[config.mk]
export PLATFORM = sky130hd
export DESIGN_NAME = mmp_ram
export DESIGN_NICKNAME = d
export VERILOG_FILES = /design/src/hdl/mmp_ram.sv
export SDC_FILE = /design/constraint.sdc
export NUM_CORES = 2
export LEC_CHECK = 0
export BUFFER_PORTS_ARGS = -buffer_cell sky130_fd_sc_hd__buf_2
export CAP_MARGIN = 20
export CORE_ASPECT_RATIO = 0.5
export CORE_UTILIZATION = 45
export CTS_CLUSTER_DIAMETER = 60
export DETAILED_ROUTE_END_ITERATION = 8
export GPL_ROUTABILITY_DRIVEN = 0
export HOLD_SLACK_MARGIN = 0.1
export PLACE_DENSITY_LB_ADDON = 0.05
export SKIP_LAST_GASP = 1
export SYNTH_ARGS = -nofsm -noshare
export SYNTH_HDL_FRONTEND = slang
export SYNTH_SLANG_ARGS = --single-unit
[constraint.sdc]
create_clock -name clk -period 7.6 [get_ports clk]
set_input_delay 0.76 -clock clk [delete_from_list [all_inputs] [get_ports clk]]
set_output_delay 0.76 -clock clk [all_outputs]
set_load 0.01 [all_outputs]
[src/hdl/mmp_ram.sv]
`timescale 1ns / 1ps

module mmp_ram #(
  parameter int WIDTH = 31,
  parameter int DEPTH = 64
) (
  input  logic                                   clk,
  input  logic                                   we,
  input  logic [((DEPTH > 1) ? $clog2(DEPTH) : 1)-1:0] waddr,
  input  logic [WIDTH-1:0]                       wdata,
  input  logic [((DEPTH > 1) ? $clog2(DEPTH) : 1)-1:0] raddr_a,
  output logic [WIDTH-1:0]                       rdata_a,
  input  logic [((DEPTH > 1) ? $clog2(DEPTH) : 1)-1:0] raddr_b,
  output logic [WIDTH-1:0]                       rdata_b
);

  logic [WIDTH-1:0] mem_r [DEPTH];

  always_ff @(posedge clk) begin
    if (we) begin
      mem_r[waddr] <= wdata;
    end
    rdata_a <= mem_r[raddr_a];
    rdata_b <= mem_r[raddr_b];
  end

endmodule

Yosys cells after proc, flatten, opt, wreduce, memory -nomap -nowiden
Memory sizes are Yosys's and may differ from the RTL's. A register that Yosys moved wholly into a read port is not among the register bits.
Index checks and enable logic that the tools add are counted.
{ "classes": {"n_mux": 2} }
{ "ops": {"columns": ["op", "count"], "rows": [
  ["2-to-1 mux 1 bit", 2]
]} }
{ "word_totals": {"register_bits": 0, "ramBits": 1984, "input_bits": 51, "out_inout_bits": 62, "word_cells": 3, "memories": 1} }
{ "mem_list": {"columns": ["name", "depth", "width", "rd", "rd_clocked_by_memory_dff", "wr", "line_no", "rtl"], "rows": [
  ["mem_r", 64, 31, 2, 2, 1, "17", "logic [WIDTH-1:0] mem_r [DEPTH];"]
]} }

Longest topological paths before layout
{ "logic_depth": {"word_depth": 2, "depth_mapped": 11, "depth_no_buf": 5} }

Least setup slack after synthesis
No wires, ideal clock.
{ "synth_timing": {"path_type": "input -> register", "start": "input waddr[3] in the netlist's numbering", "end": "memory mem_r[48][0], enable pin", "setup_time_ns": 0.458, "arrival_time_ns": 3.417, "t_required_ns": 7.142, "path_slack_ns": 3.725, "stages": 4, "path_buffers": 1, "cell_sequence": "clkbuf_1 nor2b_1 nand4b_1 nor3_1"} }
{ "synth_lines": {"columns": ["item", "line_no", "rtl"], "rows": [
  ["start: declaration", "9", "input logic [((DEPTH > 1) ? $clog2(DEPTH) : 1)-1:0] waddr,"],
  ["end: declaration", "17", null]
]} }
No word-level cell before the write port.

==> flow_summary_export.csv <==
group,metric,value,unit
synthesis,synthesis.nets,5007,
drt,dr.pass1.iters,8,
critical_path,endpoint_kind,"flop",
layout,ff_latch_area,0.0608,mm²
synthesis,synth_ff_type,"edfxtp_1",
floorplanning,fp.coreArea,0.207,mm²
drt,wl_per_cell,41.4,µm
synthesis,synth_top_family_by_area,"multiplexers",
critical_path,slowest_delay,1.07,ns
clock_tree,clock-sinks,2046,
timing,layout_worst_path_cycle_share,51.6,%
critical_path,critPathMaxFanout,85,
clock_tree,cts_max_path_buffers,4,
pwr,power_density,233,mW/mm²
clock_tree,htreeDepth,4,
clock_tree,cts_made_buffers,197,
clock_tree,cts.repair.resized,0,
timing,grt_setup_unrepaired,"no",
layout,finish.utilization,50.5,%
global_route,grt_pass1_vias,54319,
layout,multi_input_area,0.0316,mm²
synthesis,yosys.area_share.simple,1.84,%
synthesis,ys_types,47,
drt,avgViaCountPerCell,6.88,
timing,fmax,255,MHz
drt,ant_nets,0,
drt,drtIter0Drc,8741,
clock_tree,clk_latency,0.85,ns
synthesis,yosysWarningCount,0,
worst_hold_path,hold_path.class,"in2reg",
synthesis,netlist_instances,4956,
job,cap_violations,0,
clock_tree,holdBufCountCts,0,
synthesis,ys_async_sr_fraction,0,%
critical_path,cp.arrival,4.64,ns
clock_tree,postCtsSetupRepairBufs,0,
critical_path,path_class,"in2reg",
layout,final_nets,5137,
critical_path,cp_top_family,"compound AO/OA/AOI/OAI gates",
synthesis,yosysSeqAreaShare,64.9,%
pwr,p_leak,0.0339,µW
timing,worst_slew_pin_slew,1.37,ns
drt,drc,0,
synthesis,synth.most_common_cell,"edfxtp_1",
synthesis,synthXorXnorAreaFrac,0,%
synthesis,synth_mux_area_share,26.5,%
pwr,peakVddDrop,176,µV
critical_path,required,8.32,ns
synthesis,synth_compound_area_share,4.74,%
synthesis,yosys-top-cells-count,"1984 x edfxtp_1, 742 x mux4_2, 693 x mux2i_1, 189 x buf_2, 173 x a22oi_1",
critical_path,path_buf_inv,2,
timing,max_slew_margin,8.99,%
floorplanning,core.rowCount,118,
timing,fin_worst_skew,0.0292,ns
synthesis,yosys.area_share.adder,0,%
synthesis,yosysTopAreaCell,"edfxtp_1",
timing,hold_slack,0.235,ns
global_route,grt-ovfl-total,0,
floorplanning,dieArea,0.210,mm²
status,outcome,"finished clean",
critical_path,critPathSlowestCell,"a221oi_2",
clock_tree,cts_tree,"yes",
layout,drive_gt1_share,29.1,%
synthesis,synth_area_leaders,"edfxtp_1 64%, mux4_2 18%, mux2i_1 7.4%",
place,hpwl,195000,µm
global_route,grt_util_all_layers,31.4,%
floorplanning,start_util,45.3,%
synthesis,avgSynthCellArea,18.9,µm²
timing,hold_viol,0,
floorplanning,pin_count,113,
clock_tree,cts-root-buf,"clkbuf_16",
global_route,grt_pass1_wl,453000,µm
timing,period_needed,3.93,ns
critical_path,path_cells,"buf_8 -> buf_12 -> mux4_2 -> mux2_2 -> a221oi_2 -> a221oi_1 -> and3_1",
place,io_buffers,112,
layout,fillerInstances,16621,
floorplanning,die_h,325,µm
drt,via_count,55150,
synthesis,ys_seq_elements,2046,
timing,finalMaxSlewViolations,0,
clock_tree,clkTransAtPathRegs,0.07,ns
global_route,antenna_found_initial,61,
layout,area_growth,11.5,%
timing,fin_tns_setup,0,ns
floorplanning,fp.dieW,647,µm
synthesis,syn_area,0.0937,mm²
timing,setup_viol,0,
global_route,grt_max_degree,107,
critical_path,critPathLaunchType,"primary input",
synthesis,synth_edf_count,1984,
drt,routed_wl,332000,µm
synthesis,synth_top_area_share,63.6,%
pwr,power,24400,µW
[final cells by class]
type                       instances  share of cell area, %
antenna                           19                 0.0455
tap                             2760                   3.30
sequential                      2046                   58.2
clock inverter                    84                  0.603
inverter                           1                0.00838
multi-input combinational       2510                   30.2
timing repair buffer             330                   2.57
clock buffer                     261                   5.12
[cell usage in the layout, fill, tap and decap left out, drive strengths merged, types with 8 or more instances in the layout]
cell type and n:
a211oi 10, bufinv 10, diode 19, dfxtp 62
nand2 151, nor2 81, nor2b 24, nand3 30
edfxtp 1984, buf 329, mux2 104, and3 46
o22ai 31, mux4 742, a21oi 60, a221oi 133
nor3 9, a22oi 173, o221ai 9, a2bb2oi 21
clkinv 70, and2 8, o21ai 71, mux2i 693
a22o 10, clkbuf 262, a41oi 52
[per-stage QoR]
| stage | cells | cell area [µm²] | setup WS [ns] |
|---|---|---|---|
| after floorplan | 4956 | 93700 | 3.73 |
| after global placement | 7608 | 98000 | 1.99 |
| final | 8011 | 105000 | 3.67 |
| after CTS | 7980 | 104000 | 3.94 |
| after global routing | 7998 | 105000 | 3.68 |
| after detailed placement | 7635 | 98300 | 2.96 |
[worst reg2reg max path, cell delays in order, from the launching register on]
cell      delay, ns
edfxtp_1       0.39
mux4_2         0.48
mux2_2         0.31
a221oi_2       1.07
a221oi_1       0.42
and3_1         0.29
[layer usage]
metal  global-route usage (%)  routed length [µm]  vias to the layer above
li1                         -                   -                    21461
met1                     48.1              142000                    29803
met2                     43.7              139000                     3384
met3                     9.57               41500                      478
met4                     7.95                8890                       24
met5                        0                 162                        -
[logic make-up after synthesis]
kind of cell	count (synthesis)
and+or+nand+nor	372
buffers and inverters	400
DFF	2046
AOI/OAI and AO/OA	599
muxes	1539
[worst paths after layout]
| check | slack, ns | from | to | cells after the start |
|---|---|---|---|---|
| hold / removal | 0.23 | wdata[0] | mem_r[51][0] | 1 |
| setup reg to reg | 4.52 | mem_r[31][18] | rdata_a[18] | 5 |
| setup / recovery | 3.67 | raddr_a[0] | rdata_a[18] | 7 |
| hold reg to reg | 0.71 | mem_r[18][29] | rdata_b[29] | 4 |
[registers in the layout (all words and copies together) (netlist names)]
register	count
mem_r	1984
rdata_b	31
rdata_a	31
[power by group]
part           switching [µW]  internal, µW
combinational            1410           798
clock                    4320          5260
sequential                113         12500
total                    5840         18500
Note: power is estimated with default switching activity, not from simulation.
